--- src/wcts_pkg.sv ---
// Shared types and constants for the weighted class thread scheduler.
// No dependencies; used by the top level.
package wcts_pkg;

    typedef enum logic [2:0] {
        OP_ENQ   = 3'd0,
        OP_WAKE  = 3'd1,
        OP_SETC  = 3'd2,
        OP_YIELD = 3'd3,
        OP_BLOCK = 3'd4,
        OP_TICK  = 3'd5,
        OP_IRQX  = 3'd6
    } op_t;

    localparam logic [1:0] STS_DONE   = 2'd0;
    localparam logic [1:0] STS_IGN    = 2'd1;
    localparam logic [1:0] STS_QUEUED = 2'd2;
    localparam logic [1:0] STS_IDLE   = 2'd3;

    localparam logic [1:0] TS_BLOCKED = 2'd0;
    localparam logic [1:0] TS_READY   = 2'd1;
    localparam logic [1:0] TS_RUNNING = 2'd2;

    localparam logic [2:0] CFG_WMODE   = 3'd0;
    localparam logic [2:0] CFG_PREEMPT = 3'd1;
    localparam logic [2:0] CFG_SL_INT  = 3'd2;
    localparam logic [2:0] CFG_SL_LAT  = 3'd3;
    localparam logic [2:0] CFG_SL_THR  = 3'd4;
    localparam logic [2:0] CFG_SL_BG   = 3'd5;

    localparam logic [3:0] PAT_LAST = 4'd12;

    // per-thread attributes kept in one memory word
    typedef struct packed {
        logic [1:0] st;
        logic [1:0] cls;
        logic       q;
    } attr_t;

    // 13-slot weighted pattern: 6 interactive, 4 latency, 2 throughput, 1 background
    function automatic logic [1:0] pat_class(input logic [3:0] idx);
        logic [1:0] c;
        case (idx)
            4'd0, 4'd1, 4'd2, 4'd3, 4'd4, 4'd5: c = 2'd0;
            4'd6, 4'd7, 4'd8, 4'd9:             c = 2'd1;
            4'd10, 4'd11:                       c = 2'd2;
            default:                            c = 2'd3;
        endcase
        return c;
    endfunction

endpackage

--- src/wcts_ram.sv ---
// Simple dual-port RAM, one write and one registered read per cycle.
// No dependencies.
module wcts_ram #(
    parameter int DEPTH = 64,
    parameter int WIDTH = 6
) (
    input  logic                     aclk,
    input  logic                     we,
    input  logic [$clog2(DEPTH)-1:0] waddr,
    input  logic [WIDTH-1:0]         wdata,
    input  logic [$clog2(DEPTH)-1:0] raddr,
    output logic [WIDTH-1:0]         rdata
);

    logic [WIDTH-1:0] mem [DEPTH];

    always_ff @(posedge aclk) begin
        if (we) begin
            mem[waddr] <= wdata;
        end
        rdata <= mem[raddr];
    end

endmodule

--- src/weighted_class_thread_scheduler.sv ---
// Weighted class thread scheduler: one item at a time, one result per item.
// The time an item takes is set by the queue walk of a class change (one link
// per cycle) and the pattern scan (one slot per cycle, over the 13-slot pattern).
// The next item is taken the cycle after the result is registered;
// a result held by m_ready adds its wait.
// After reset a clearing pass writes the attributes of all MAX_THREADS threads;
// no item is accepted during it. Depends on wcts_pkg and wcts_ram.
module weighted_class_thread_scheduler #(
    parameter int MAX_THREADS = 64
) (
    input  logic       aclk,
    input  logic       aresetn,
    input  logic       cfg_we,
    input  logic [2:0] cfg_index,
    input  logic [3:0] cfg_wdata,
    input  logic       s_valid,
    output logic       s_ready,
    input  logic [2:0] s_op,
    input  logic [5:0] s_thread_id,
    input  logic [1:0] s_new_class,
    input  logic       s_can_preempt,
    output logic       m_valid,
    input  logic       m_ready,
    output logic [5:0] m_current_thread,
    output logic       m_switched,
    output logic       m_need_resched,
    output logic [1:0] m_status,
    output logic [1:0] m_picked_class
);

    localparam int IW = $clog2(MAX_THREADS);
    localparam int AW = $bits(wcts_pkg::attr_t);

    typedef enum logic [4:0] {
        S_CLEAR, S_IDLE, S_DEC, S_UL_START, S_UL_WAIT, S_UL_FIX,
        S_APP, S_APP_WAIT, S_APP_W2, S_PICK, S_SCAN, S_POP, S_POP_WAIT,
        S_POP_W, S_DISP, S_DISP2, S_FIN
    } state_t;

    state_t state_reg;

    logic       wmode_reg, preempt_reg;
    logic [3:0] sl_int_reg, sl_lat_reg, sl_thr_reg, sl_bg_reg;

    wcts_pkg::op_t op_reg;
    logic [IW-1:0] t_reg, prev_reg, running_reg, clr_reg;
    logic [IW-1:0] app_t_reg, wprev_reg, wcur_reg, hd_reg;
    logic [1:0]    ncls_reg, cls_reg, app_c_reg, pc_reg, run_cls_reg, status_reg;
    logic          ok_reg;
    logic [3:0]    nonempty_reg;
    logic [IW-1:0] tail_reg [4];
    logic [3:0]    cursor_reg, scan_reg, budget_reg, used_reg;
    logic          resched_reg;

    logic          m_valid_reg, m_switched_reg, m_resched_reg;
    logic [5:0]    m_cur_reg;
    logic [1:0]    m_status_reg, m_cls_reg;

    // memory ports
    logic          a_we, l_we;
    logic [IW-1:0] a_waddr, a_raddr, l_waddr, l_raddr, l_wdata, rdl;
    wcts_pkg::attr_t a_wdata, rda;
    logic [AW-1:0] rda_raw;

    wcts_ram #(.DEPTH(MAX_THREADS), .WIDTH(AW)) u_attr (
        .aclk(aclk), .we(a_we), .waddr(a_waddr), .wdata(a_wdata),
        .raddr(a_raddr), .rdata(rda_raw)
    );

    wcts_ram #(.DEPTH(MAX_THREADS), .WIDTH(IW)) u_link (
        .aclk(aclk), .we(l_we), .waddr(l_waddr), .wdata(l_wdata),
        .raddr(l_raddr), .rdata(rdl)
    );

    assign rda = wcts_pkg::attr_t'(rda_raw);

    function automatic logic [3:0] slice_of(input logic [1:0] c);
        logic [3:0] s;
        case (c)
            2'd0:    s = sl_int_reg;
            2'd1:    s = sl_lat_reg;
            2'd2:    s = sl_thr_reg;
            default: s = sl_bg_reg;
        endcase
        return s;
    endfunction

    logic [1:0] strict_c;
    always_comb begin
        if (nonempty_reg[0])      strict_c = 2'd0;
        else if (nonempty_reg[1]) strict_c = 2'd1;
        else if (nonempty_reg[2]) strict_c = 2'd2;
        else                      strict_c = 2'd3;
    end

    logic          accept, tid_ok;
    logic [IW-1:0] tid;
    logic [3:0]    used_inc;
    logic [3:0]    scan_nx;
    logic [1:0]    scan_c;
    logic          was_queued;

    assign s_ready    = (state_reg == S_IDLE);
    assign accept     = s_valid && s_ready;
    assign tid_ok     = 32'(s_thread_id) < MAX_THREADS;
    assign tid        = IW'(s_thread_id);
    assign used_inc   = (used_reg == 4'd15) ? 4'd15 : used_reg + 4'd1;
    assign scan_nx    = (scan_reg == wcts_pkg::PAT_LAST) ? 4'd0 : scan_reg + 4'd1;
    assign scan_c     = wcts_pkg::pat_class(scan_reg);
    assign was_queued = (rda.st == wcts_pkg::TS_READY) && rda.q;

    // memory read and write ports follow the sequencer state
    always_comb begin
        a_we    = 1'b0;
        a_waddr = t_reg;
        a_wdata = '{st: wcts_pkg::TS_READY, cls: app_c_reg, q: 1'b1};
        a_raddr = tid;
        l_we    = 1'b0;
        l_waddr = app_t_reg;
        l_wdata = app_t_reg;
        l_raddr = rdl;
        case (state_reg)
            S_CLEAR: begin
                a_we    = 1'b1;
                a_waddr = clr_reg;
                a_wdata = '{st: (clr_reg == '0) ? wcts_pkg::TS_RUNNING : wcts_pkg::TS_BLOCKED,
                            cls: 2'd0, q: 1'b0};
            end
            S_DEC: begin
                if (op_reg == wcts_pkg::OP_SETC && ok_reg && rda.cls != ncls_reg
                        && !was_queued) begin
                    a_we    = 1'b1;
                    a_wdata = '{st: rda.st, cls: ncls_reg, q: rda.q};
                end
            end
            S_UL_START: l_raddr = tail_reg[cls_reg];
            S_UL_FIX: begin
                l_we    = 1'b1;
                l_waddr = wprev_reg;
                l_wdata = rdl;
            end
            S_APP: begin
                a_we    = 1'b1;
                a_waddr = app_t_reg;
                l_raddr = tail_reg[app_c_reg];
                l_we    = !nonempty_reg[app_c_reg];
            end
            S_APP_WAIT: begin
                l_we    = 1'b1;
                l_wdata = rdl;
            end
            S_APP_W2: begin
                l_we    = 1'b1;
                l_waddr = tail_reg[app_c_reg];
            end
            S_POP: l_raddr = tail_reg[pc_reg];
            S_POP_W: begin
                l_we    = 1'b1;
                l_waddr = tail_reg[pc_reg];
                l_wdata = rdl;
            end
            S_DISP: begin
                if (op_reg == wcts_pkg::OP_BLOCK) begin
                    a_we    = 1'b1;
                    a_waddr = running_reg;
                    a_wdata = '{st: wcts_pkg::TS_BLOCKED, cls: run_cls_reg, q: 1'b0};
                end
            end
            S_DISP2: begin
                a_we    = 1'b1;
                a_waddr = hd_reg;
                a_wdata = '{st: wcts_pkg::TS_RUNNING, cls: pc_reg, q: 1'b0};
            end
            default: ;
        endcase
    end

    // configuration registers
    always_ff @(posedge aclk) begin
        if (!aresetn) begin
            wmode_reg   <= 1'b1;
            preempt_reg <= 1'b1;
            sl_int_reg  <= 4'd2;
            sl_lat_reg  <= 4'd3;
            sl_thr_reg  <= 4'd5;
            sl_bg_reg   <= 4'd8;
        end else if (cfg_we) begin
            case (cfg_index)
                wcts_pkg::CFG_WMODE:   wmode_reg   <= cfg_wdata[0];
                wcts_pkg::CFG_PREEMPT: preempt_reg <= cfg_wdata[0];
                wcts_pkg::CFG_SL_INT:  sl_int_reg  <= cfg_wdata;
                wcts_pkg::CFG_SL_LAT:  sl_lat_reg  <= cfg_wdata;
                wcts_pkg::CFG_SL_THR:  sl_thr_reg  <= cfg_wdata;
                wcts_pkg::CFG_SL_BG:   sl_bg_reg   <= cfg_wdata;
                default: ;
            endcase
        end
    end

    // sequencer
    always_ff @(posedge aclk) begin
        if (!aresetn) begin
            state_reg    <= S_CLEAR;
            clr_reg      <= '0;
            nonempty_reg <= '0;
            running_reg  <= '0;
            run_cls_reg  <= 2'd0;
            cursor_reg   <= 4'd0;
            budget_reg   <= 4'd0;
            used_reg     <= 4'd0;
            resched_reg  <= 1'b0;
            m_valid_reg  <= 1'b0;
        end else begin
            if (m_valid_reg && m_ready) begin
                m_valid_reg <= 1'b0;
            end
            case (state_reg)
                S_CLEAR: begin
                    clr_reg <= clr_reg + 1'b1;
                    if (clr_reg == IW'(MAX_THREADS - 1)) begin
                        state_reg <= S_IDLE;
                    end
                end
                S_IDLE: begin
                    if (accept) begin
                        op_reg     <= wcts_pkg::op_t'(s_op);
                        t_reg      <= tid;
                        ok_reg     <= tid_ok;
                        ncls_reg   <= s_new_class;
                        prev_reg   <= running_reg;
                        status_reg <= wcts_pkg::STS_DONE;
                        app_t_reg  <= running_reg;
                        app_c_reg  <= run_cls_reg;
                        case (s_op)
                            wcts_pkg::OP_ENQ, wcts_pkg::OP_WAKE, wcts_pkg::OP_SETC:
                                state_reg <= S_DEC;
                            wcts_pkg::OP_YIELD: begin
                                resched_reg <= 1'b0;
                                state_reg   <= (running_reg != '0) ? S_APP : S_PICK;
                            end
                            wcts_pkg::OP_BLOCK: begin
                                if (running_reg == '0) begin
                                    status_reg <= wcts_pkg::STS_IDLE;
                                    state_reg  <= S_FIN;
                                end else begin
                                    state_reg <= S_PICK;
                                end
                            end
                            wcts_pkg::OP_TICK: begin
                                if (preempt_reg) begin
                                    used_reg <= used_inc;
                                    if (budget_reg == 4'd0 || used_inc >= budget_reg) begin
                                        resched_reg <= 1'b1;
                                    end
                                end
                                state_reg <= S_FIN;
                            end
                            wcts_pkg::OP_IRQX: begin
                                if (preempt_reg && resched_reg && s_can_preempt) begin
                                    resched_reg <= 1'b0;
                                    state_reg   <= (running_reg != '0) ? S_APP : S_PICK;
                                end else begin
                                    state_reg <= S_FIN;
                                end
                            end
                            default: begin
                                status_reg <= wcts_pkg::STS_IGN;
                                state_reg  <= S_FIN;
                            end
                        endcase
                    end
                end
                S_DEC: begin
                    app_t_reg <= t_reg;
                    app_c_reg <= rda.cls;
                    cls_reg   <= rda.cls;
                    state_reg <= S_FIN;
                    if (op_reg == wcts_pkg::OP_SETC) begin
                        if (!ok_reg) begin
                            status_reg <= wcts_pkg::STS_IGN;
                        end else if (rda.cls != ncls_reg) begin
                            if (t_reg == running_reg) begin
                                run_cls_reg <= ncls_reg;
                            end
                            if (was_queued) begin
                                state_reg <= S_UL_START;
                            end
                        end
                    end else if (!ok_reg || t_reg == '0 || t_reg == running_reg
                            || (op_reg == wcts_pkg::OP_WAKE
                                && rda.st != wcts_pkg::TS_BLOCKED)) begin
                        status_reg <= wcts_pkg::STS_IGN;
                    end else if (rda.q) begin
                        status_reg <= wcts_pkg::STS_QUEUED;
                    end else begin
                        state_reg <= S_APP;
                    end
                end
                S_UL_START: begin
                    app_c_reg <= ncls_reg;
                    wprev_reg <= tail_reg[cls_reg];
                    state_reg <= nonempty_reg[cls_reg] ? S_UL_WAIT : S_APP;
                end
                S_UL_WAIT: begin
                    // rdl is the link that follows wprev
                    if (rdl == t_reg) begin
                        if (rdl == wprev_reg) begin
                            nonempty_reg[cls_reg] <= 1'b0;
                            state_reg <= S_APP;
                        end else begin
                            wcur_reg  <= rdl;
                            state_reg <= S_UL_FIX;
                        end
                    end else if (rdl == tail_reg[cls_reg]) begin
                        state_reg <= S_APP;
                    end else begin
                        wprev_reg <= rdl;
                    end
                end
                S_UL_FIX: begin
                    if (tail_reg[cls_reg] == wcur_reg) begin
                        tail_reg[cls_reg] <= wprev_reg;
                    end
                    state_reg <= S_APP;
                end
                S_APP: begin
                    if (!nonempty_reg[app_c_reg]) begin
                        nonempty_reg[app_c_reg] <= 1'b1;
                        tail_reg[app_c_reg]     <= app_t_reg;
                        state_reg <= (op_reg == wcts_pkg::OP_YIELD
                                      || op_reg == wcts_pkg::OP_IRQX) ? S_PICK : S_FIN;
                    end else begin
                        state_reg <= S_APP_WAIT;
                    end
                end
                S_APP_WAIT: state_reg <= S_APP_W2;
                S_APP_W2: begin
                    tail_reg[app_c_reg] <= app_t_reg;
                    state_reg <= (op_reg == wcts_pkg::OP_YIELD
                                  || op_reg == wcts_pkg::OP_IRQX) ? S_PICK : S_FIN;
                end
                S_PICK: begin
                    if (nonempty_reg == '0) begin
                        // nothing ready: current thread stays
                        if (op_reg == wcts_pkg::OP_BLOCK) begin
                            status_reg <= wcts_pkg::STS_IGN;
                        end else begin
                            budget_reg <= slice_of(run_cls_reg);
                            used_reg   <= 4'd0;
                        end
                        state_reg <= S_FIN;
                    end else if (wmode_reg) begin
                        scan_reg  <= cursor_reg;
                        state_reg <= S_SCAN;
                    end else begin
                        pc_reg    <= strict_c;
                        state_reg <= S_POP;
                    end
                end
                S_SCAN: begin
                    if (nonempty_reg[scan_c]) begin
                        pc_reg     <= scan_c;
                        cursor_reg <= scan_nx;
                        state_reg  <= S_POP;
                    end else begin
                        scan_reg <= scan_nx;
                    end
                end
                S_POP: state_reg <= S_POP_WAIT;
                S_POP_WAIT: begin
                    hd_reg <= rdl;
                    if (rdl == tail_reg[pc_reg]) begin
                        nonempty_reg[pc_reg] <= 1'b0;
                        state_reg <= S_DISP;
                    end else begin
                        state_reg <= S_POP_W;
                    end
                end
                S_POP_W: state_reg <= S_DISP;
                S_DISP:  state_reg <= S_DISP2;
                S_DISP2: begin
                    running_reg <= hd_reg;
                    run_cls_reg <= pc_reg;
                    budget_reg  <= slice_of(pc_reg);
                    used_reg    <= 4'd0;
                    state_reg   <= S_FIN;
                end
                S_FIN: begin
                    if (!m_valid_reg || m_ready) begin
                        m_valid_reg    <= 1'b1;
                        m_cur_reg      <= 6'(running_reg);
                        m_switched_reg <= running_reg != prev_reg;
                        m_resched_reg  <= resched_reg;
                        m_status_reg   <= status_reg;
                        m_cls_reg      <= run_cls_reg;
                        state_reg      <= S_IDLE;
                    end
                end
                default: state_reg <= S_IDLE;
            endcase
        end
    end

    assign m_valid          = m_valid_reg;
    assign m_current_thread = m_cur_reg;
    assign m_switched       = m_switched_reg;
    assign m_need_resched   = m_resched_reg;
    assign m_status         = m_status_reg;
    assign m_picked_class   = m_cls_reg;

    a_one_item: assert property (@(posedge aclk) disable iff (!aresetn)
        s_valid && s_ready |=> !s_ready)
        else $error("second item taken while one is in flight");

    a_idle_block: assert property (@(posedge aclk) disable iff (!aresetn)
        m_valid && m_status == wcts_pkg::STS_IDLE |-> m_current_thread == 6'd0 && !m_switched)
        else $error("idle block result inconsistent");

    a_switch_done: assert property (@(posedge aclk) disable iff (!aresetn)
        m_valid && m_switched |-> m_status == wcts_pkg::STS_DONE)
        else $error("switch reported with non-done status");

endmodule
--- config.mk ---
export PLATFORM = sky130hd
export DESIGN_NAME = weighted_class_thread_scheduler
export DESIGN_NICKNAME = d
export VERILOG_FILES = /design/src/wcts_pkg.sv /design/src/wcts_ram.sv /design/src/weighted_class_thread_scheduler.sv
export SDC_FILE = /design/constraint.sdc
export NUM_CORES = 1
export LEC_CHECK = 0
export BUFFER_PORTS_ARGS = -buffer_cell sky130_fd_sc_hd__buf_2
export CELL_PAD_IN_SITES_DETAIL_PLACEMENT = 1
export CELL_PAD_IN_SITES_GLOBAL_PLACEMENT = 2
export CORE_MARGIN = 3
export CORE_UTILIZATION = 45
export DETAILED_ROUTE_END_ITERATION = 8
export GPL_TIMING_DRIVEN = 0
export PLACE_DENSITY = 0.82
export SETUP_SLACK_MARGIN = 0.5
export SYNTH_ARGS = -nofsm -noshare
export SYNTH_HDL_FRONTEND = slang
export SYNTH_SLANG_ARGS = --single-unit
--- constraint.sdc ---
create_clock -name aclk -period 14.8 [get_ports aclk]
set_input_delay 0.74 -clock aclk [delete_from_list [all_inputs] [get_ports aclk]]
set_output_delay 0.74 -clock aclk [all_outputs]
set_load 0.005 [all_outputs]
==> flow_summary.toml <==
[outcome]
status = "completed"

[timing]
min_period_ps = 4860
final-max-slew-violation-count = 0
slew_headroom = 0.0457
fin_tns_setup_ps = 0
grt_setup_unrepaired = "no"
finalSetupViolations = 0
max_slew.worst_pin.slew_ps = 1430
skew_ps = 50.8
period_share = 0.328
finalHoldViolCount = 0
fmax_ghz = 0.206
fin_ws_ps = 9940

[routing]
met3_length_um = 5970
first_pass_iters = 7
drc = 0
vias = 20619
routed_via_density = 6.00
wl_per_cell_um = 27.5
met1_length_um = 40500
drtIter0Drc = 2152
met2_length_um = 45600
drt_wl_total_um = 94600
top_layer = "met4"
ant_nets = 0

[critical_path]
cp-start-kind = "flop"
cp_top_family = "simple AND/OR/NAND/NOR gates"
worstPathArrival_ps = 5130
crit_buf_inv = 1
crit_path_max_fanout = 10
criticalPathCategory = "reg2reg"
r2r_slack_ps = 9940
cp-end-kind = "flop"
max_stage_delay_ps = 700
path_cells = "nor3_1 -> and2_1 -> clkbuf_1 -> nand2b_1 -> nor2b_1 -> a21boi_0 -> nand2_1 -> nor2_1"
critPathSlowestCell = "nor2_1"
required_ps = 15070

[die]
placementRows = 103
coreArea_um2 = 79400
die_w_um = 290
die_h_um = 290
dieArea_um2 = 84100
initial_core_util = 0.457
ioPinCount = 38

[global_route]
antenna_found_initial = 3
grt_pass1_wl_um = 143000
grt_usage = 0.223
grt_max_degree = 65
grt_pass1_vias = 21859
globalRouteOverflowTotal = 0

[synth]
ys.flop_type = "edfxtp_1"
synthDistinctLibCells = 68
synth_top_cell_by_area = "edfxtp_1"
synth_edf_count = 793
synth_area_um2 = 36300
ys_seq_area_frac = 0.697
postSynthCellCount = 2180
yosys_warnings = 0
synth_top_area_frac = 0.656
avgSynthCellArea_um2 = 16.7
synthTopCellsByCount = "793 x edfxtp_1, 186 x nor2_1, 174 x mux4_2, 151 x nand2_1, 122 x mux2i_1"
synth_fp_nets = 2213
ys_top_cells_by_area = "edfxtp_1 66%, mux4_2 11%, dfxtp_1 4.1%"
ys_seq_elements = 867
yosysMostFrequentCell = "edfxtp_1"
async_flop_share = 0

[pwr]
leakage_nw = 13.5
clkPwrFrac = 0.392
swShare = 0.267
p_comb_frac = 0.161
p_switching_mw = 1.61
p_seq_frac = 0.446
power_density_nw_per_um2 = 147
peakVddDrop_mv = 0.109
internal-power_mw = 4.43

[final_layout]
areaGrowthSynthToFinish_pct = 13.4
layout.nets = 2348
drive_gt1_frac = 0.187
largest_reg_flops = 384
fin_cells = 3439

[clock_network]
clkTransAtPathRegs_ps = 60
tritoncts = "built"
insertion_delay_ps = 680
holdBufCountCts = 0
cts_root_buffer = "clkbuf_16"
cts_resized = 0
htree_num_levels = 3
cts_setup_buffers = 0
clock_tree.buffer_depth = 3
numCtsBuffers = 89
cts.sinks = 867

[place]
placed_cells = 3274
place_ws_ps = 10170
dp_hpwl_um = 64300
portBuffers = 37
gp_congestion = 0.875

[run]
cap_violations = 0

[worst_hold_path]
min_path_type = "in2reg"
==> path summary, 6_finish.rpt <==
kind | from | to | cells after the start
hold / removal | s_new_class[1] | ncls_reg[1]$_DFFE_PP_ | 1
setup / recovery | state_reg[4]$_SDFFE_PN0P_ | u_link.mem[57][2]$_DFFE_PP_ | 8
hold reg to reg | status_reg[0]$_DFFE_PP_ | m_status[0]$_DFFE_PP_ | 0
setup reg to reg | state_reg[4]$_SDFFE_PN0P_ | u_link.mem[57][2]$_DFFE_PP_ | 8
==> cell type report <==
cell class | instances | area [um2]
diodes | 1 | 2.50
multi-input cells | 1169 | 10500
clock inverters | 54 | 756
inverters | 25 | 93.8
flip-flops and latches | 867 | 25300
clock buffers | 110 | 2390
well taps | 1050 | 1310
plain buffers | 119 | 513
repair buffers | 44 | 348
fillers | 7486 | 38200
==> kinds of logic (layout without fill, tap and decap cells) <==
kind of cell | after synthesis | in the layout | share of synthesized area
flops | 867 | 867 | 0.697
simple gates | 520 | 520 | 0.0662
mux | 338 | 338 | 0.155
compound gates | 251 | 251 | 0.0503
buf+inv | 144 | 352 | 0.0167
xor+xnor | 51 | 51 | 0.0123
fa+ha+maj | 9 | 9 | 0.00310
other cells | 0 | 1 | 0
==> layout by cell type, fill, tap and decap left out, types with 31 or more instances in the layout <==
| master | Yosys | routed |
|---|---|---|
| edfxtp_1 | 793 | 793 |
| nand2_1 | 151 | 148 |
| dfxtp_1 | 74 | 74 |
| clkbuf_1 | 70 | 84 |
| o21ai_0 | 36 | 34 |
| o221ai_1 | 52 | 52 |
| clkbuf_16 | 0 | 90 |
| nor2b_1 | 31 | 31 |
| mux2_2 | 42 | 39 |
| mux4_2 | 174 | 174 |
| nor2_1 | 186 | 186 |
| mux2i_1 | 122 | 122 |
| buf_2 | 23 | 60 |
==> layer usage <==
metal,up-vias,global-route usage
met1,10851,0.307
met4,0,0.0679
li1,8948,-
met3,154,0.0435
met2,666,0.362
met5,-,0
==> per-stage QoR <==
| stage | total power, mW | cell area, um2 | util | hold WS (ps) |
|---|---|---|---|---|
| finish | 6.04 | 41200 | 0.519 | 258 |
| global route | 6.24 | 41200 | 0.519 | 230 |
| CTS | 6.07 | 41100 | 0.518 | 224 |
| detailed placement | 3.71 | 38000 | 0.479 | 423 |
| global placement | 3.69 | 37800 | 0.476 | 428 |
| floorplan | 3.37 | 36300 | - | 400 |
==> worst reg2reg max path: cells and delay by family, from the launching register on <==
kind,cells,cell delay (ps)
simple gates,6,2880
buf+inv,1,560
flops,1,390
compound gates,1,630
==> power groups by stage <==
| stage | combinational (mW) | sequential (mW) | clock (mW) |
|---|---|---|---|
| floorplan | 0.642 | 2.73 | 0 |
| global placement | 0.941 | 2.75 | 0 |
| detailed placement | 0.963 | 2.75 | 0 |
| CTS | 0.969 | 2.69 | 2.40 |
| global route | 1.03 | 2.69 | 2.52 |
| finish | 0.974 | 2.69 | 2.37 |
Power figures use the tool's default switching activity.
